[src/design/dcc_edge_interval_packet_decoder_assert.svh]
// ----------------------------------------------------------------------------
// dcc edge interval packet decoder assertion macros
// concurrent assertion wrappers, empty when NO_ASSERTIONS is set
// ----------------------------------------------------------------------------
`ifndef DCC_EDGE_INTERVAL_PACKET_DECODER_ASSERT_SVH
`define DCC_EDGE_INTERVAL_PACKET_DECODER_ASSERT_SVH
`ifndef NO_ASSERTIONS
`define DCCD_ASSERT_IMP(lbl, clk, rst_n, ante, cons, msg) \
	lbl: assert property (@(posedge clk) disable iff (!rst_n) (ante) |-> (cons)) \
		else $error(msg);
`define DCCD_ASSERT_NXT(lbl, clk, rst_n, ante, cons, msg) \
	lbl: assert property (@(posedge clk) disable iff (!rst_n) (ante) |=> (cons)) \
		else $error(msg);
`else
`define DCCD_ASSERT_IMP(lbl, clk, rst_n, ante, cons, msg)
`define DCCD_ASSERT_NXT(lbl, clk, rst_n, ante, cons, msg)
`endif
`endif

[src/design/dccd_pkg.sv]
// ----------------------------------------------------------------------------
// dccd_pkg
// shared types and constants of the dcc edge interval packet decoder
// ----------------------------------------------------------------------------
`default_nettype none

package dccd_pkg;

	localparam int LEN_W  = 14;
	localparam int ASYM_W = 8;
	localparam int PRE_W  = 5;
	localparam int BYTE_W = 8;
	localparam int EV_W   = 3;
	localparam int CIDX_W = 3;
	localparam int CDAT_W = 14;
	localparam int BCNT_W = 4;

	localparam logic [LEN_W-1:0]  ONE_MIN_RST      = 14'd48;
	localparam logic [LEN_W-1:0]  ONE_MAX_RST      = 14'd68;
	localparam logic [LEN_W-1:0]  ZERO_MIN_RST     = 14'd84;
	localparam logic [LEN_W-1:0]  ZERO_MAX_RST     = 14'd10004;
	localparam logic [ASYM_W-1:0] ASYM_LIMIT_RST   = 8'd8;
	localparam logic [PRE_W-1:0]  PREAMBLE_MIN_RST = 5'd10;
	localparam logic [PRE_W-1:0]  PREAMBLE_SAT     = 5'd31;
	localparam logic [BCNT_W-1:0] BYTE_BITS        = 4'd8;

	typedef enum logic [CIDX_W-1:0] {
		CFG_ONE_MIN      = 3'd0,
		CFG_ONE_MAX      = 3'd1,
		CFG_ZERO_MIN     = 3'd2,
		CFG_ZERO_MAX     = 3'd3,
		CFG_ASYM_LIMIT   = 3'd4,
		CFG_PREAMBLE_MIN = 3'd5
	} cfg_idx_t;

	typedef enum logic [EV_W-1:0] {
		EV_NONE     = 3'd0,
		EV_BAD_LEN  = 3'd1,
		EV_MISMATCH = 3'd2,
		EV_ASYM     = 3'd3,
		EV_DATA_BIT = 3'd4,
		EV_BYTE     = 3'd5,
		EV_PKT_OK   = 3'd6,
		EV_PKT_BAD  = 3'd7
	} event_t;

	typedef enum logic [1:0] {
		KIND_ONE  = 2'd0,
		KIND_ZERO = 2'd1,
		KIND_BAD  = 2'd2
	} kind_t;

	typedef struct packed {
		logic [LEN_W-1:0]  one_min;
		logic [LEN_W-1:0]  one_max;
		logic [LEN_W-1:0]  zero_min;
		logic [LEN_W-1:0]  zero_max;
		logic [ASYM_W-1:0] asym_limit;
		logic [PRE_W-1:0]  preamble_min;
	} cfg_t;

	typedef struct packed {
		kind_t            kind;
		logic [LEN_W-1:0] len;
	} half_t;

	typedef struct packed {
		logic full;
		logic empty;
	} q_status_t;

endpackage

`default_nettype wire

[src/design/dccd_if.sv]
// ----------------------------------------------------------------------------
// dccd channel interfaces
// valid/ready channels for edge intervals and decoder events
// ----------------------------------------------------------------------------
`default_nettype none

interface dccd_in_if;
	import dccd_pkg::*;
	logic             valid;
	logic             ready;
	logic [LEN_W-1:0] half_period_us;

	modport source (output valid, output half_period_us, input ready);
	modport sink (input valid, input half_period_us, output ready);
endinterface

interface dccd_out_if;
	import dccd_pkg::*;
	logic              valid;
	logic              ready;
	logic [EV_W-1:0]   event_res;
	logic              bit_value;
	logic [BYTE_W-1:0] byte_value;
	logic [BYTE_W-1:0] check_value;

	modport source (output valid, output event_res, output bit_value, output byte_value,
		output check_value, input ready);
	modport sink (input valid, input event_res, input bit_value, input byte_value,
		input check_value, output ready);
endinterface

`default_nettype wire

[src/design/dccd_front.sv]
// ----------------------------------------------------------------------------
// dccd_front
// accepts edge intervals and classifies them as one, zero or bad half-bits
// ----------------------------------------------------------------------------
`default_nettype none

module dccd_front (
	input  wire logic         clk,
	input  wire logic         arst_n,
	input  wire dccd_pkg::cfg_t cfg,
	dccd_in_if.sink           in_ch,
	input  wire logic         q_full,
	output logic              push,
	output dccd_pkg::half_t   push_data
);
	import dccd_pkg::*;

	logic  valid_s1;
	half_t half_s1;
	half_t half_c;
	logic  is_one;
	logic  is_zero;
	logic  take;

	assign is_one  = (in_ch.half_period_us >= cfg.one_min) &&
		(in_ch.half_period_us <= cfg.one_max);
	assign is_zero = (in_ch.half_period_us >= cfg.zero_min) &&
		(in_ch.half_period_us <= cfg.zero_max);

	always_comb begin
		half_c.len = in_ch.half_period_us;
		priority if (is_one) begin
			half_c.kind = KIND_ONE;
		end else if (is_zero) begin
			half_c.kind = KIND_ZERO;
		end else begin
			half_c.kind = KIND_BAD;
		end
	end

	assign push        = valid_s1 && !q_full;
	assign push_data   = half_s1;
	assign in_ch.ready = !valid_s1 || !q_full;
	assign take        = in_ch.valid && in_ch.ready;

	always_ff @(posedge clk or negedge arst_n) begin
		if (!arst_n) begin
			valid_s1 <= 1'b0;
		end else if (take) begin
			valid_s1 <= 1'b1;
		end else if (push) begin
			valid_s1 <= 1'b0;
		end
	end

	always_ff @(posedge clk) begin
		if (take) begin
			half_s1 <= half_c;
		end
	end

endmodule

`default_nettype wire

[src/design/dccd_queue.sv]
// ----------------------------------------------------------------------------
// dccd_queue
// short fifo of classified half-bits between front and back
// ----------------------------------------------------------------------------
`default_nettype none

module dccd_queue #(
	parameter int DEPTH = 2
) (
	input  wire logic           clk,
	input  wire logic           arst_n,
	input  wire logic           push,
	input  wire dccd_pkg::half_t push_data,
	input  wire logic           pop,
	output dccd_pkg::half_t     pop_data,
	output dccd_pkg::q_status_t status
);
	import dccd_pkg::*;

	localparam int PW = (DEPTH > 1) ? $clog2(DEPTH) : 1;
	localparam int CW = $clog2(DEPTH + 1);

	half_t         mem_q [DEPTH];
	logic [PW-1:0] wr_ptr_q;
	logic [PW-1:0] rd_ptr_q;
	logic [CW-1:0] cnt_q;

	assign status.full  = (cnt_q == CW'(DEPTH));
	assign status.empty = (cnt_q == '0);
	assign pop_data     = mem_q[rd_ptr_q];

	always_ff @(posedge clk) begin
		if (push) begin
			mem_q[wr_ptr_q] <= push_data;
		end
	end

	always_ff @(posedge clk or negedge arst_n) begin
		if (!arst_n) begin
			wr_ptr_q <= '0;
			rd_ptr_q <= '0;
			cnt_q    <= '0;
		end else begin
			if (push) begin
				wr_ptr_q <= (wr_ptr_q == PW'(DEPTH - 1)) ? '0 : wr_ptr_q + 1'b1;
			end
			if (pop) begin
				rd_ptr_q <= (rd_ptr_q == PW'(DEPTH - 1)) ? '0 : rd_ptr_q + 1'b1;
			end
			if (push && !pop) begin
				cnt_q <= cnt_q + 1'b1;
			end else if (pop && !push) begin
				cnt_q <= cnt_q - 1'b1;
			end
		end
	end

endmodule

`default_nettype wire

[src/design/dccd_back.sv]
// ----------------------------------------------------------------------------
// dccd_back
// bit phase tracking, preamble and byte framing, xor check, event register
// ----------------------------------------------------------------------------
`default_nettype none

module dccd_back (
	input  wire logic           clk,
	input  wire logic           arst_n,
	input  wire dccd_pkg::cfg_t cfg,
	input  wire dccd_pkg::half_t half,
	input  wire dccd_pkg::q_status_t q_stat,
	output logic                pop,
	dccd_out_if.source          out_ch
);
	import dccd_pkg::*;

	typedef enum logic [3:0] {
		PH_START = 4'b0001,
		PH_SYNC  = 4'b0010,
		PH_A     = 4'b0100,
		PH_B     = 4'b1000
	} phase_t;

	typedef enum logic [2:0] {
		FR_SEEK   = 3'b001,
		FR_PRE    = 3'b010,
		FR_PACKET = 3'b100
	} frame_t;

	phase_t            phase_q, phase_n;
	frame_t            frame_q, frame_n;
	logic              prev_bit_q, prev_bit_n;
	logic [LEN_W-1:0]  prev_len_q, prev_len_n;
	logic [PRE_W-1:0]  pre_cnt_q, pre_cnt_n;
	logic [BCNT_W-1:0] bits_left_q, bits_left_n;
	logic [BYTE_W-1:0] shift_q, shift_n;
	logic [BYTE_W-1:0] check_q, check_n;

	logic              out_valid_q;
	event_t            ev_q, ev_n;
	logic              bv_q, bv_n;
	logic [BYTE_W-1:0] byv_q, byv_n;
	logic [BYTE_W-1:0] chk_q;

	logic              bit_c;
	logic [LEN_W-1:0]  diff_c;
	logic              asym_bad;

	assign pop   = !q_stat.empty && (!out_valid_q || out_ch.ready);
	assign bit_c = (half.kind == KIND_ONE);

	assign diff_c   = (half.len > prev_len_q) ? half.len - prev_len_q : prev_len_q - half.len;
	assign asym_bad = diff_c > {{(LEN_W - ASYM_W){1'b0}}, cfg.asym_limit};

	always_comb begin
		phase_n     = phase_q;
		frame_n     = frame_q;
		prev_bit_n  = prev_bit_q;
		prev_len_n  = prev_len_q;
		pre_cnt_n   = pre_cnt_q;
		bits_left_n = bits_left_q;
		shift_n     = shift_q;
		check_n     = check_q;
		ev_n        = EV_NONE;
		bv_n        = 1'b0;
		byv_n       = '0;
		if ((half.kind != KIND_ONE) && (half.kind != KIND_ZERO)) begin
			phase_n = PH_START;
			ev_n    = EV_BAD_LEN;
		end else begin
			unique case (phase_q)
				PH_START: begin
					prev_bit_n = bit_c;
					phase_n    = PH_SYNC;
				end
				PH_SYNC: begin
					if (prev_bit_q != bit_c) begin
						frame_n    = FR_SEEK;
						pre_cnt_n  = '0;
						prev_bit_n = bit_c;
						prev_len_n = half.len;
						phase_n    = PH_B;
					end
				end
				PH_A: begin
					prev_bit_n = bit_c;
					prev_len_n = half.len;
					phase_n    = PH_B;
				end
				PH_B: begin
					if (prev_bit_q != bit_c) begin
						prev_bit_n = bit_c;
						phase_n    = PH_SYNC;
						ev_n       = EV_MISMATCH;
					end else if (bit_c && asym_bad) begin
						phase_n = PH_START;
						ev_n    = EV_ASYM;
					end else begin
						phase_n = PH_A;
						unique case (frame_q)
							FR_PACKET: begin
								if (bits_left_q != '0) begin
									shift_n     = {shift_q[BYTE_W-2:0], bit_c};
									bits_left_n = bits_left_q - 1'b1;
									ev_n        = EV_DATA_BIT;
									bv_n        = bit_c;
								end else if (!bit_c) begin
									byv_n       = shift_q;
									check_n     = check_q ^ shift_q;
									bits_left_n = BYTE_BITS;
									ev_n        = EV_BYTE;
								end else begin
									byv_n   = shift_q;
									ev_n    = (shift_q == check_q) ? EV_PKT_OK : EV_PKT_BAD;
									frame_n = FR_PRE;
								end
							end
							FR_PRE: begin
								if (!bit_c) begin
									frame_n     = FR_PACKET;
									bits_left_n = BYTE_BITS;
									check_n     = '0;
								end
							end
							default: begin
								if (bit_c) begin
									if (pre_cnt_q < PREAMBLE_SAT) begin
										pre_cnt_n = pre_cnt_q + 1'b1;
									end
								end else if (pre_cnt_q >= cfg.preamble_min) begin
									frame_n     = FR_PACKET;
									bits_left_n = BYTE_BITS;
									check_n     = '0;
								end else begin
									pre_cnt_n = '0;
								end
							end
						endcase
					end
				end
				default: begin
					phase_n = PH_START;
				end
			endcase
		end
	end

	always_ff @(posedge clk or negedge arst_n) begin
		if (!arst_n) begin
			phase_q     <= PH_START;
			frame_q     <= FR_SEEK;
			prev_bit_q  <= 1'b0;
			prev_len_q  <= '0;
			pre_cnt_q   <= '0;
			bits_left_q <= BYTE_BITS;
			check_q     <= '0;
			out_valid_q <= 1'b0;
		end else begin
			if (pop) begin
				phase_q     <= phase_n;
				frame_q     <= frame_n;
				prev_bit_q  <= prev_bit_n;
				prev_len_q  <= prev_len_n;
				pre_cnt_q   <= pre_cnt_n;
				bits_left_q <= bits_left_n;
				check_q     <= check_n;
				out_valid_q <= 1'b1;
			end else if (out_ch.ready) begin
				out_valid_q <= 1'b0;
			end
		end
	end

	always_ff @(posedge clk) begin
		if (pop) begin
			shift_q <= shift_n;
			ev_q    <= ev_n;
			bv_q    <= bv_n;
			byv_q   <= byv_n;
			chk_q   <= check_q;
		end
	end

	assign out_ch.valid       = out_valid_q;
	assign out_ch.event_res   = ev_q;
	assign out_ch.bit_value   = bv_q;
	assign out_ch.byte_value  = byv_q;
	assign out_ch.check_value = chk_q;

endmodule

`default_nettype wire

[src/design/dcc_edge_interval_packet_decoder.sv]
// ----------------------------------------------------------------------------
// dcc_edge_interval_packet_decoder
// dcc track signal decoder working on measured edge intervals
//
// channel   dir  payload
// in_ch     in   half_period_us (14 bit, microseconds)
// out_ch    out  event_res, bit_value, byte_value, check_value
// cfg       in   cfg_we, cfg_index, cfg_data (plain register writes)
//
// one interval accepted per cycle while the queue is not full, one event per interval
// an accepted interval passes the front stage register, then the queue, then the back
// the queue of QUEUE_DEPTH entries lets front and back stall independently
// arst_n clears phase, framing, check and all valid flags, config to defaults
// ----------------------------------------------------------------------------
`default_nettype none
`include "dcc_edge_interval_packet_decoder_assert.svh"

module dcc_edge_interval_packet_decoder #(
	parameter int QUEUE_DEPTH = 2
) (
	input  wire logic                         clk,
	input  wire logic                         arst_n,
	input  wire logic                         cfg_we,
	input  wire logic [dccd_pkg::CIDX_W-1:0]  cfg_index,
	input  wire logic [dccd_pkg::CDAT_W-1:0]  cfg_data,
	dccd_in_if.sink                           in_ch,
	dccd_out_if.source                        out_ch
);
	import dccd_pkg::*;

	cfg_t      cfg_q;
	logic      q_push;
	logic      q_pop;
	half_t     q_wdata;
	half_t     q_rdata;
	q_status_t q_stat;

	always_ff @(posedge clk or negedge arst_n) begin
		if (!arst_n) begin
			cfg_q.one_min      <= ONE_MIN_RST;
			cfg_q.one_max      <= ONE_MAX_RST;
			cfg_q.zero_min     <= ZERO_MIN_RST;
			cfg_q.zero_max     <= ZERO_MAX_RST;
			cfg_q.asym_limit   <= ASYM_LIMIT_RST;
			cfg_q.preamble_min <= PREAMBLE_MIN_RST;
		end else if (cfg_we) begin
			unique case (cfg_index)
				CFG_ONE_MIN:      cfg_q.one_min      <= cfg_data[LEN_W-1:0];
				CFG_ONE_MAX:      cfg_q.one_max      <= cfg_data[LEN_W-1:0];
				CFG_ZERO_MIN:     cfg_q.zero_min     <= cfg_data[LEN_W-1:0];
				CFG_ZERO_MAX:     cfg_q.zero_max     <= cfg_data[LEN_W-1:0];
				CFG_ASYM_LIMIT:   cfg_q.asym_limit   <= cfg_data[ASYM_W-1:0];
				CFG_PREAMBLE_MIN: cfg_q.preamble_min <= cfg_data[PRE_W-1:0];
				default: begin
				end
			endcase
		end
	end

	dccd_front u_front (
		.clk       (clk),
		.arst_n    (arst_n),
		.cfg       (cfg_q),
		.in_ch     (in_ch),
		.q_full    (q_stat.full),
		.push      (q_push),
		.push_data (q_wdata)
	);

	dccd_queue #(
		.DEPTH (QUEUE_DEPTH)
	) u_queue (
		.clk       (clk),
		.arst_n    (arst_n),
		.push      (q_push),
		.push_data (q_wdata),
		.pop       (q_pop),
		.pop_data  (q_rdata),
		.status    (q_stat)
	);

	dccd_back u_back (
		.clk    (clk),
		.arst_n (arst_n),
		.cfg    (cfg_q),
		.half   (q_rdata),
		.q_stat (q_stat),
		.pop    (q_pop),
		.out_ch (out_ch)
	);

	`DCCD_ASSERT_IMP(a_no_overflow, clk, arst_n, q_push, !q_stat.full, "push into full queue")
	`DCCD_ASSERT_IMP(a_no_underflow, clk, arst_n, q_pop, !q_stat.empty, "pop from empty queue")
	`DCCD_ASSERT_NXT(a_push_lands, clk, arst_n, q_push && !q_pop, !q_stat.empty, "push lost")
	`DCCD_ASSERT_IMP(a_bad_len_clean, clk, arst_n, out_ch.valid && (out_ch.event_res == EV_BAD_LEN), (out_ch.byte_value == '0) && !out_ch.bit_value, "bad length event carries data")

endmodule

`default_nettype wire

[src/flat_wrapper.sv]
// flat-port wrapper written by rule: the top's interface ports become plain ports
module dcc_edge_interval_packet_decoder_flat import dccd_pkg::*;
#(
	parameter int QUEUE_DEPTH = 2
)
  (clk, arst_n, cfg_we, cfg_index, cfg_data, in_ch_valid, in_ch_half_period_us, in_ch_ready, out_ch_valid, out_ch_event_res, out_ch_bit_value, out_ch_byte_value, out_ch_check_value, out_ch_ready);
  dccd_in_if in_ch_i ();
  dccd_out_if out_ch_i ();
  input  wire logic clk;
  input  wire logic arst_n;
  input  wire logic cfg_we;
  input  wire logic [dccd_pkg::CIDX_W-1:0] cfg_index;
  input  wire logic [dccd_pkg::CDAT_W-1:0] cfg_data;
  input wire logic [$bits(in_ch_i.valid)-1:0] in_ch_valid;
  input wire logic [$bits(in_ch_i.half_period_us)-1:0] in_ch_half_period_us;
  output wire logic [$bits(in_ch_i.ready)-1:0] in_ch_ready;
  output wire logic [$bits(out_ch_i.valid)-1:0] out_ch_valid;
  output wire logic [$bits(out_ch_i.event_res)-1:0] out_ch_event_res;
  output wire logic [$bits(out_ch_i.bit_value)-1:0] out_ch_bit_value;
  output wire logic [$bits(out_ch_i.byte_value)-1:0] out_ch_byte_value;
  output wire logic [$bits(out_ch_i.check_value)-1:0] out_ch_check_value;
  input wire logic [$bits(out_ch_i.ready)-1:0] out_ch_ready;
  assign in_ch_i.valid = in_ch_valid;
  assign in_ch_i.half_period_us = in_ch_half_period_us;
  assign in_ch_ready = in_ch_i.ready;
  assign out_ch_valid = out_ch_i.valid;
  assign out_ch_event_res = out_ch_i.event_res;
  assign out_ch_bit_value = out_ch_i.bit_value;
  assign out_ch_byte_value = out_ch_i.byte_value;
  assign out_ch_check_value = out_ch_i.check_value;
  assign out_ch_i.ready = out_ch_ready;
  dcc_edge_interval_packet_decoder #(.QUEUE_DEPTH(QUEUE_DEPTH)) u_core (.clk(clk), .arst_n(arst_n), .cfg_we(cfg_we), .cfg_index(cfg_index), .cfg_data(cfg_data), .in_ch(in_ch_i), .out_ch(out_ch_i));
endmodule
[config.mk]
export PLATFORM = sky130hd
export DESIGN_NAME = dcc_edge_interval_packet_decoder_flat
export DESIGN_NICKNAME = d
export VERILOG_FILES = /design/src/design/dccd_pkg.sv /design/src/design/dccd_if.sv /design/src/design/dccd_front.sv /design/src/design/dccd_queue.sv /design/src/design/dccd_back.sv /design/src/design/dcc_edge_interval_packet_decoder.sv /design/src/flat_wrapper.sv
export VERILOG_INCLUDE_DIRS = /design/src /design/src/design
export SDC_FILE = /design/constraint.sdc
export NUM_CORES = 1
export LEC_CHECK = 0
export ABC_AREA = 1
export BUFFER_PORTS_ARGS = -buffer_cell sky130_fd_sc_hd__buf_4
export CAP_MARGIN = 15
export CORE_ASPECT_RATIO = 1.5
export CORE_MARGIN = 2
export CORE_UTILIZATION = 57
export DETAILED_ROUTE_END_ITERATION = 8
export MAX_ROUTING_LAYER = met4
export PLACE_DENSITY = 0.75
export SYNTH_ARGS = -nofsm -noshare
export SYNTH_HDL_FRONTEND = slang
export SYNTH_SLANG_ARGS = --single-unit
[constraint.sdc]
create_clock -name clk -period 5.6 [get_ports clk]
set_input_delay 0.56 -clock clk [delete_from_list [all_inputs] [get_ports clk]]
set_output_delay 0.56 -clock clk [all_outputs]
set_load 0.005 [all_outputs]
==> impl_metrics.json, run 1 <==
{
  "r2r-start": "u_core.u_queue.rd_ptr_q",
  "drc_errors": 0,
  "syn_avg_cell_area_um2": 8.64,
  "antenna_left": 0,
  "synth-edff-count": 76,
  "rrSetupSlack_ns": 0.62,
  "place_inst": 1591,
  "die_w_um": 118,
  "ys_warn_count": 0,
  "areaGrowthSynthToFinish_pct": 11.7,
  "slew_violations": 0,
  "yosysSeqAreaShare_pct": 46.2,
  "yosys_register_bits": 190,
  "first_global_vias": 8571,
  "cap_violations": 0,
  "seq_area_um2": 5160,
  "fmax_mhz": 201,
  "synth_fa_ha_area_share_pct": 11.5,
  "synthMuxAreaShare_pct": 0,
  "synth_simple_gate_area_share_pct": 20.2,
  "hold_class": "in2async",
  "clk_path_buf_depth": 2,
  "cts.sinks": 190,
  "post_cts_buffers": 0,
  "clock_skew_ns": 0.0132,
  "cp_max_fo": 18,
  "core_um2": 19200,
  "rows": 62,
  "status": "completed",
  "syn-cell-area_um2": 11200,
  "synth_ff_type": "dfrtp_1",
  "cp-start-kind": "register",
  "leakage_nw": 6.07,
  "stdcell_count": 1623,
  "cts_hold_buffers": 0,
  "multi_input_area_um2": 5000,
  "rsz0062_at_grt": "false",
  "yosysTopAreaCell": "dfrtp_1",
  "gp_congestion": 0.955,
  "insertedDiodeCount": 0,
  "cts_tree": "done",
  "cp.arrival_ns": 5.12,
  "start_util_pct": 58.2,
  "synth_compound_area_share_pct": 11.3,
  "hold_violations": 0,
  "htreeDepth": 4,
  "antenna_found_initial": 0,
  "grt_max_degree": 64,
  "layout_min_cycle_time_ns": 4.98,
  "path_clk_slew_ns": 0.07,
  "vias": 8587,
  "wl_per_cell_um": 14.7,
  "cts_resized": 0,
  "end_kind": "register",
  "synthArstFlopShare_pct": 60.0,
  "synth_top_family_by_area": "simple AND/OR/NAND/NOR gates",
  "finalSetupViolations": 0,
  "ir_drop_uv": 370,
  "synthXorXnorAreaFrac_pct": 1.74,
  "final_common_cell": "nand2_1",
  "grt_pass1_wl_um": 39600,
  "numCtsBuffers": 17,
  "path_class": "reg2reg",
  "drtIter0Drc": 494,
  "slew_headroom_pct": 37.7,
  "whs_ns": 0.228,
  "dpl-instance-area_um2": 11900,
  "nets": 1491,
  "max_stage_delay_ns": 0.42,
  "syn-num-nets": 1429,
  "track_usage_pct": 24.9,
  "yosys.cell_types.count": 54,
  "die-area_um2": 20700,
  "finalCritPeriodShare_pct": 88.9,
  "postLayoutCellArea_um2": 12500,
  "tightestPinTransition_ns": 0.931,
  "via_per_inst": 5.29,
  "io_pins": 58,
  "cts-root-buf": "clkbuf_16",
  "totalWireLength_um": 23800,
  "dr.pass1.iters": 5,
  "insertion_delay_ns": 0.43,
  "cp_common_cell": "nand2_1",
  "ff2ff_path_depth": 29,
  "yosysTopAreaCellShare_pct": 21.3,
  "hpwl_um": 18400,
  "crit_slowest_cell": "ha_1",
  "post_route_cells_drive_above_1_share_pct": 14.3,
  "final_cell_mix": "328 x nand2_1, 227 x inv_1, 125 x o21ai_0",
  "rr_endpoint": "u_core.u_back.shift_q[1]",
  "synthTopCellsByArea": "dfrtp_1 21%, edfxtp_1 20%, ha_1 11%",
  "overflow": 0,
  "synthCells": 1292,
  "setup_tns_ns": 0,
  "cellPowerDensity_nw_per_um2": 528,
  "io_buffers": 57,
  "fillers": 1602,
  "die-height_um": 175,
  "cp.required_ns": 5.74
}
cell usage after synthesis (8+ instances only):
library cell    n
nor2_1         45
dfstp_2        19
nand4_1        21
ha_1           99
or2_2          15
inv_1         227
xnor2_1        14
edfxtp_1       76
o31ai_1         8
dfrtp_1        95
nand2_2         9
inv_2          14
nand3_1        31
clkbuf_1       14
nor3_1          8
nand2_1       328
nor2_2         13
a21oi_1        46
o21ai_2         8
o21ai_0       125
routing by layer:
layer | track usage, % | part of all wire (%)
met4 | 13.2 | 4.6
met2 | 45.3 | 54
met3 | 3.54 | 2.8
met5 | - | 0
met1 | 25.9 | 39
stage by stage:
stage          setup slack [ns]  util, %  power [W]
2_1_floorplan             0.562        -    0.00450
5_1_grt                   0.157     65.0    0.00715
3_3_place_gp              0.787     61.9    0.00529
4_1_cts                   0.619     65.0    0.00660
3_5_place_dp              0.645     61.9    0.00536
6_report                  0.620     65.0    0.00658
worst max-delay path by stage:
| stage | startpoint | end | slack (ns) | cells past startpoint |
|---|---|---|---|---|
| 2_1_floorplan | u_core.u_queue.rd_ptr_q | u_core.u_back.shift_q[0] | 0.56 | 34 |
| 3_5_place_dp | u_core.u_queue.rd_ptr_q | u_core.u_back.shift_q[7] | 0.65 | 29 |
| 6_report | u_core.u_queue.rd_ptr_q | u_core.u_back.shift_q[1] | 0.62 | 29 |
| 5_1_grt | u_core.u_queue.rd_ptr_q | u_core.u_back.shift_q[1] | 0.16 | 29 |
| 3_3_place_gp | u_core.u_queue.rd_ptr_q | u_core.u_back.shift_q[2] | 0.79 | 29 |
| 4_1_cts | u_core.u_queue.rd_ptr_q | u_core.u_back.shift_q[1] | 0.62 | 29 |
critical path, delay by kind of cell (launching register included):
| family | cells | cell delay (ns) |
|---|---|---|
| simple gates | 17 | 1.92 |
| compound gates | 4 | 0.85 |
| fa+ha+maj | 2 | 0.72 |
| buf+inv | 5 | 0.58 |
| flops | 1 | 0.39 |
| xor+xnor | 1 | 0.23 |
cells by family after synthesis:
kind of cell / count (synthesis)
AO/OA/AOI/OAI: 224
XOR/XNOR: 20
adder cells (fa/ha/maj): 101
buffers and inverters: 262
flip-flops: 190
AND/OR/NAND/NOR: 495
state kept, by name (all words and copies together) (netlist names):
name,count
u_core.cfg_q,69
u_core.u_back.out_ch.event_res,3
u_core.u_back.frame_q,3
u_core.u_queue.mem_q,32
u_core.u_back.out_ch.valid,1
u_core.u_back.out_ch.byte_value,8
u_core.u_back.prev_bit_q,1
u_core.u_queue.rd_ptr_q,1
u_core.u_back.pre_cnt_q,5
u_core.u_front.valid_s1,1
u_core.u_back.check_q,8
u_core.u_back.prev_len_q,14
u_core.u_queue.cnt_q,2
u_core.u_front.push_data,16
u_core.u_back.out_ch.check_value,8
u_core.u_back.out_ch.bit_value,1
u_core.u_queue.wr_ptr_q,1
u_core.u_back.shift_q,8
u_core.u_back.phase_q,4
u_core.u_back.bits_left_q,4
cell type report:
| cell class | instances | share of cell area [%] |
|---|---|---|
| Clock inverter | 13 | 1.30 |
| Inverter | 242 | 7.29 |
| Sequential cell | 190 | 41.4 |
| Multi-Input combinational cell | 840 | 40.1 |
| Tap cell | 256 | 2.57 |
| Timing Repair Buffer | 63 | 3.79 |
| Clock buffer | 19 | 3.55 |
power by group:
part / switching (W) / internal, W
logic: 0.00219 / 0.00118
registers: 0.000139 / 0.00184
clock network: 0.000519 / 0.000715
total: 0.00284 / 0.00373
Power figures use the tool's default switching activity.
==> run 2, diff against run 1 <==
==> constraint.sdc (replaced) <==
create_clock -name clk -period 5.6 [get_ports clk]
set_input_delay 0.28 -clock clk [delete_from_list [all_inputs] [get_ports clk]]
set_output_delay 0.28 -clock clk [all_outputs]
set_load 0.005 [all_outputs]
==> run 2 against run 1 <==
- sequential share of layout area barely moved
- combinational power about the same
- flip-flop and latch count is the same
- critical path depth is the same
- fmax up 0.16%
- final cell count is essentially flat
- sequential power hardly changed
- final area about the same
- global-route usage about the same
- routed wire length hardly changed
- clock power about the same
- hold slack got worse by 0.18 ns
- critical path type unchanged
- largest cell class unchanged
- largest power group unchanged
- highest routed layer unchanged
==> impl_metrics.json, run 2 (synthesized netlist as in run 1, its figures left out) <==
{
  "status": "completed",
  "rows": 62,
  "hold_class": "in2reg",
  "grt_pass1_wl_um": 39600,
  "cp-start-kind": "register",
  "start_util_pct": 58.2,
  "layout_min_cycle_time_ns": 4.97,
  "finalCritPeriodShare_pct": 88.8,
  "die-height_um": 175,
  "setup_tns_ns": 0,
  "insertedDiodeCount": 0,
  "cp-endpoint": "u_core.u_back.shift_q[1]",
  "grt_use_met1_pct": 26.0,
  "end_kind": "register",
  "cp.required_ns": 5.74,
  "areaGrowthSynthToFinish_pct": 11.8,
  "drtIter0Drc": 510,
  "finalSetupViolations": 0,
  "cts-root-buf": "clkbuf_16",
  "multi_input_area_um2": 5000,
  "largest_reg_flops": 69,
  "antenna_found_initial": 0,
  "numCtsBuffers": 17,
  "ff2ff_path_depth": 29,
  "dpl-instance-area_um2": 11900,
  "dr.pass1.iters": 5,
  "first_global_vias": 8542,
  "cp_max_fo": 18,
  "core_um2": 19200,
  "worstHoldPathCells": 1,
  "leakage_nw": 6.07,
  "regMostFlops": "u_core.cfg_q",
  "p_total_w": 0.00657,
  "antenna_left": 0,
  "rr_endpoint": "u_core.u_back.shift_q[1]",
  "globalRoute.busiestLayer": "met2",
  "slew_violations": 0,
  "hold_violations": 0,
  "track_usage_pct": 24.9,
  "clk_path_buf_depth": 2,
  "vias": 8609,
  "met2_usage_pct": 45.3,
  "cp_common_cell": "nand2_1",
  "cellPowerDensity_nw_per_um2": 527,
  "htreeDepth": 4,
  "use_met3_pct": 3.54,
  "cts_resized": 0,
  "post_route_cells_drive_above_1_share_pct": 14.3,
  "path_class": "reg2reg",
  "die_w_um": 118,
  "seq_area_um2": 5160,
  "fmax_mhz": 201,
  "whs_ns": 0.0502,
  "rrSetupSlack_ns": 0.63,
  "io_pins": 58,
  "crit_start": "u_core.u_queue.rd_ptr_q",
  "max_stage_delay_ns": 0.42,
  "postLayoutCellArea_um2": 12500,
  "insertion_delay_ns": 0.43,
  "dpl_worst_slack_ns": 0.645,
  "gp_congestion": 0.955,
  "crit_slowest_cell": "ha_1",
  "cp.arrival_ns": 5.11,
  "final_cell_mix": "328 x nand2_1, 227 x inv_1, 125 x o21ai_0",
  "slew_headroom_pct": 37.3,
  "overflow": 0,
  "rsz0062_at_grt": "false",
  "die-area_um2": 20700,
  "final_common_cell": "nand2_1",
  "cts.sinks": 190,
  "io_buffers": 57,
  "ir_drop_uv": 370,
  "fin_ws_ns": 0.628,
  "via_per_inst": 5.30,
  "cts_tree": "done",
  "tightestPinTransition_ns": 0.937,
  "hpwl_um": 18400,
  "path_clk_slew_ns": 0.07,
  "grt_max_degree": 64,
  "nets": 1492,
  "clock_skew_ns": 0.0141,
  "wl_per_cell_um": 14.7,
  "totalWireLength_um": 23900,
  "r2r-start": "u_core.u_queue.rd_ptr_q",
  "drc_errors": 0,
  "fillers": 1601,
  "cap_violations": 0
}
==> run 2: cell types whose count changed in the layout (fill, tap and decap cells not counted) <==
cell	previous run	this run
dlygate4sd3_1	0	1
==> run 2: where the power goes <==
part           internal (W)  leakage (nW)  switching (W)  total (W)
Sequential          0.00184          2.15       0.000138    0.00197
Clock              0.000715         0.286       0.000519    0.00123
Combinational       0.00118          3.64        0.00218    0.00336
Total               0.00373          6.07        0.00284    0.00657
==> run 2: worst max-delay path: cells and delay by family, from the launching register on <==
family	cells	cell delay, ns
simple gates	17	1.90
compound gates	4	0.85
fa+ha+maj	2	0.72
buf+inv	5	0.58
flops	1	0.39
xor+xnor	1	0.23
==> run 2: layer usage <==
metal / up-vias / wire length [µm]
met5: - / 0
met4: 0 / 1090
met3: 72 / 658
met2: 189 / 12800
met1: 4050 / 9310
li1: 4298 / -
==> run 2: repair_timing <==
item	in CTS	in global routing
hold buffers	1	0
setup endpoints to repair	0	0
hold endpoints to repair	55	0
setup buffers	0	0
==> run 2: metrics by stage <==
step	utilization, %	cells
after floorplan	-	1292
after global placement	61.9	1591
after detailed placement	61.9	1591
after CTS	65.1	1624
after global routing	65.1	1624
final	65.1	1624
==> run 2: worst min path at each step <==
| stage | from | endpoint | slack, ns |
|---|---|---|---|
| after floorplan | arst_n | u_core.cfg_q[0] | -0.02 |
| after global placement | u_core.u_front.push_data[13] | u_core.u_queue.mem_q[0][13] | 0.42 |
| after detailed placement | u_core.u_front.push_data[5] | u_core.u_queue.mem_q[0][5] | 0.43 |
| after CTS | in_ch_half_period_us[0] | u_core.u_front.push_data[0] | 0.03 |
| after global routing | in_ch_half_period_us[0] | u_core.u_front.push_data[0] | 0.03 |
| final | in_ch_half_period_us[0] | u_core.u_front.push_data[0] | 0.05 |
==> run 2: layout make-up <==
| type | count | area share, % |
|---|---|---|
| sequential | 190 | 41.4 |
| multi-input combinational | 840 | 40.1 |
| inverter | 242 | 7.28 |
| timing repair buffer | 64 | 3.87 |
| clock buffer | 19 | 3.55 |
| tap | 256 | 2.57 |
| clock inverter | 13 | 1.29 |
==> run 3, diff against run 2 <==
Settings changed: ABC_AREA 1 to 0, RECOVER_POWER set to 50.
==> run 3 against run 2 <==
- the flow now finishes with violations (capacitance limit, slew limit)
- count of clock-buffer cells in the layout up 1
- first-iteration DRC count decreased by 27%
- hold slack lost 0.012 ns
- flip-flop and latch count unchanged
- clock power fell by 5%
- utilization rose by 1.5 points
- synthesized cell count down 21%
- critical path type unchanged
- critical endpoint is now u_core.u_back.frame_q[2]
- largest cell class unchanged
- largest power group unchanged
- highest routed layer unchanged
==> impl_metrics.json, run 3 <==
{
  "hold_violations": 0,
  "yosys.cell_types.count": 65,
  "violations": "capacitance limit, slew limit",
  "largest_reg_flops": 69,
  "post_route_cells_drive_above_1_share_pct": 17.4,
  "areaGrowthSynthToFinish_pct": 15.7,
  "regMostFlops": "u_core.cfg_q",
  "track_usage_pct": 25.1,
  "path_delay_family": "compound AO/OA/AOI/OAI gates",
  "rows": 61,
  "layout_min_cycle_time_ns": 5.46,
  "rsz0062_at_grt": "true",
  "ir_drop_uv": 347,
  "insertion_delay_ns": 0.43,
  "synth_common_cells": "117 x inv_1, 99 x ha_1, 95 x dfrtp_1, 95 x nand2_1, 91 x o21ai_0",
  "synthCells": 1021,
  "fillers": 1392,
  "cts-root-buf": "clkbuf_16",
  "core_um2": 18400,
  "met2WireLength_um": 12400,
  "path_class": "reg2reg",
  "clock_skew_ns": 0.00809,
  "yosysTopAreaCell": "dfrtp_1",
  "dr.max_layer_used": "met4",
  "leakage_nw": 5.36,
  "max_stage_delay_ns": 0.43,
  "path_buf_inv": 5,
  "cellPowerDensity_nw_per_um2": 573,
  "insertedDiodeCount": 0,
  "crit_slowest_cell": "dfrtp_1",
  "hold_path_end": "u_core.u_front.valid_s1",
  "numCtsBuffers": 17,
  "r2r-start": "u_core.u_queue.rd_ptr_q",
  "die-height_um": 171,
  "die_w_um": 115,
  "drc_errors": 0,
  "yosysSeqAreaShare_pct": 48.7,
  "htreeDepth": 4,
  "worstHoldPathCells": 2,
  "dr.pass1.iters": 4,
  "nets": 1246,
  "synthTopCellsByArea": "dfrtp_1 22%, edfxtp_1 22%, ha_1 12%",
  "die-area_um2": 19700,
  "rrSetupSlack_ns": 0.14,
  "path_clk_slew_ns": 0.07,
  "met1_length_um": 8880,
  "whs_ns": 0.0383,
  "io_buffers": 57,
  "cp_common_cell": "buf_6",
  "overflow": 0,
  "synthArstFlopShare_pct": 60.0,
  "cp-start-kind": "register",
  "slew_headroom_pct": -96.0,
  "cp_max_fo": 7,
  "syn-cell-area_um2": 10600,
  "place_inst": 1336,
  "yosys_register_bits": 190,
  "ff2ff_path_depth": 25,
  "finalSetupViolations": 0,
  "syn-num-nets": 1158,
  "first_global_vias": 7590,
  "syn_avg_cell_area_um2": 10.4,
  "final_common_cell": "inv_1",
  "end_kind": "register",
  "grt_pass1_wl_um": 37000,
  "min_from": "in_ch_valid",
  "grt_max_degree": 65,
  "ys_warn_count": 0,
  "routed-wl-met3_um": 781,
  "final_cell_mix": "116 x inv_1, 96 x ha_1, 95 x nand2_1, 95 x dfrtp_1, 88 x o21ai_0",
  "antenna_found_initial": 0,
  "p_total_w": 0.00703,
  "clk_path_buf_depth": 2,
  "tightestPinTransition_ns": 2.94,
  "yosysTopAreaCellShare_pct": 22.4,
  "io_pins": 58,
  "stdcell_count": 1374,
  "via_per_inst": 5.66,
  "rr_endpoint": "u_core.u_back.frame_q[2]",
  "synth_ff_type": "dfrtp_1",
  "gp_congestion": 0.929,
  "fmax_mhz": 183,
  "post-route-util_pct": 66.6,
  "cp.required_ns": 5.92,
  "synth-edff-count": 76,
  "synth_most_common_cell": "inv_1",
  "wl_per_cell_um": 16.9,
  "vias": 7774,
  "finalCritPeriodShare_pct": 97.5,
  "cap_violations": 2,
  "cts.sinks": 190,
  "start_util_pct": 57.6,
  "totalWireLength_um": 23200,
  "cts_tree": "done",
  "antenna_left": 0,
  "slew_violations": 66,
  "status": "complete, but fails checks",
  "setup_tns_ns": 0,
  "cp.arrival_ns": 5.78,
  "drtIter0Drc": 373,
  "hpwl_um": 17400,
  "hold_class": "in2reg"
}
run 3: layer usage:
layer	up-vias	global-route usage, %
met5	-	-
met4	0	13.7
met3	73	3.83
met2	203	44.3
met1	3728	26.7
li1	3770	-
run 3: cell families after synthesis:
family	Yosys count	share of synthesized area [%]
buffers and inverters	145	5.27
AND/OR/NAND/NOR	273	12.7
XOR/XNOR	25	2.07
adder cells (fa/ha/maj)	101	12.1
multiplexers	53	5.35
AO/OA/AOI/OAI	234	13.9
flip-flops	190	48.7
run 3: area by class of cell:
type | count | area, µm² | area share [%]
flip-flops and latches | 190 | 5160 | 42.1
multi-input cells | 686 | 5100 | 41.6
repair buffers | 96 | 671 | 5.47
inverters | 118 | 443 | 3.61
clock buffers | 20 | 437 | 3.56
well taps | 252 | 315 | 2.57
clock inverters | 12 | 136 | 1.11
run 3: worst register-to-register path: cells and delay by family (launching register included):
family | cells | cell delay (ns)
compound gates | 10 | 2.09
xor+xnor | 1 | 0.18
fa+ha+maj | 3 | 0.94
buf+inv | 5 | 0.68
flops | 1 | 0.43
mux | 3 | 0.79
simple gates | 3 | 0.24
run 3: report_power, final:
part | internal (W) | switching, W
sequential | 0.00186 | 0.000178
clock | 0.000661 | 0.000512
combinational | 0.00170 | 0.00212
total | 0.00422 | 0.00281
run 3: what timing repair did:
item	in CTS	in global routing
buffers inserted	0	5
setup endpoints to repair	0	34
resized for setup	0	51
hold buffers	1	0
hold endpoints to repair	42	0
run 3: per-stage QoR:
stage               setup WS (ns)  cell area (µm²)
floorplan                  0.0383            10600
global placement            0.157            11500
detailed placement         0.0352            11500
CTS                       0.00399            12100
global route              -0.0609            12300
finish                      0.139            12300
run 3: worst max-delay path by stage:
stage / startpoint / endpoint / cells past startpoint
floorplan: u_core.u_queue.rd_ptr_q / u_core.u_back.shift_q[0] / 25
global placement: u_core.u_queue.rd_ptr_q / u_core.u_back.shift_q[7] / 24
detailed placement: u_core.u_queue.rd_ptr_q / u_core.u_back.shift_q[4] / 25
finish: u_core.u_queue.rd_ptr_q / u_core.u_back.frame_q[2] / 25
CTS: u_core.u_queue.rd_ptr_q / u_core.u_back.shift_q[3] / 25
global route: u_core.u_queue.rd_ptr_q / u_core.u_back.frame_q[1] / 26
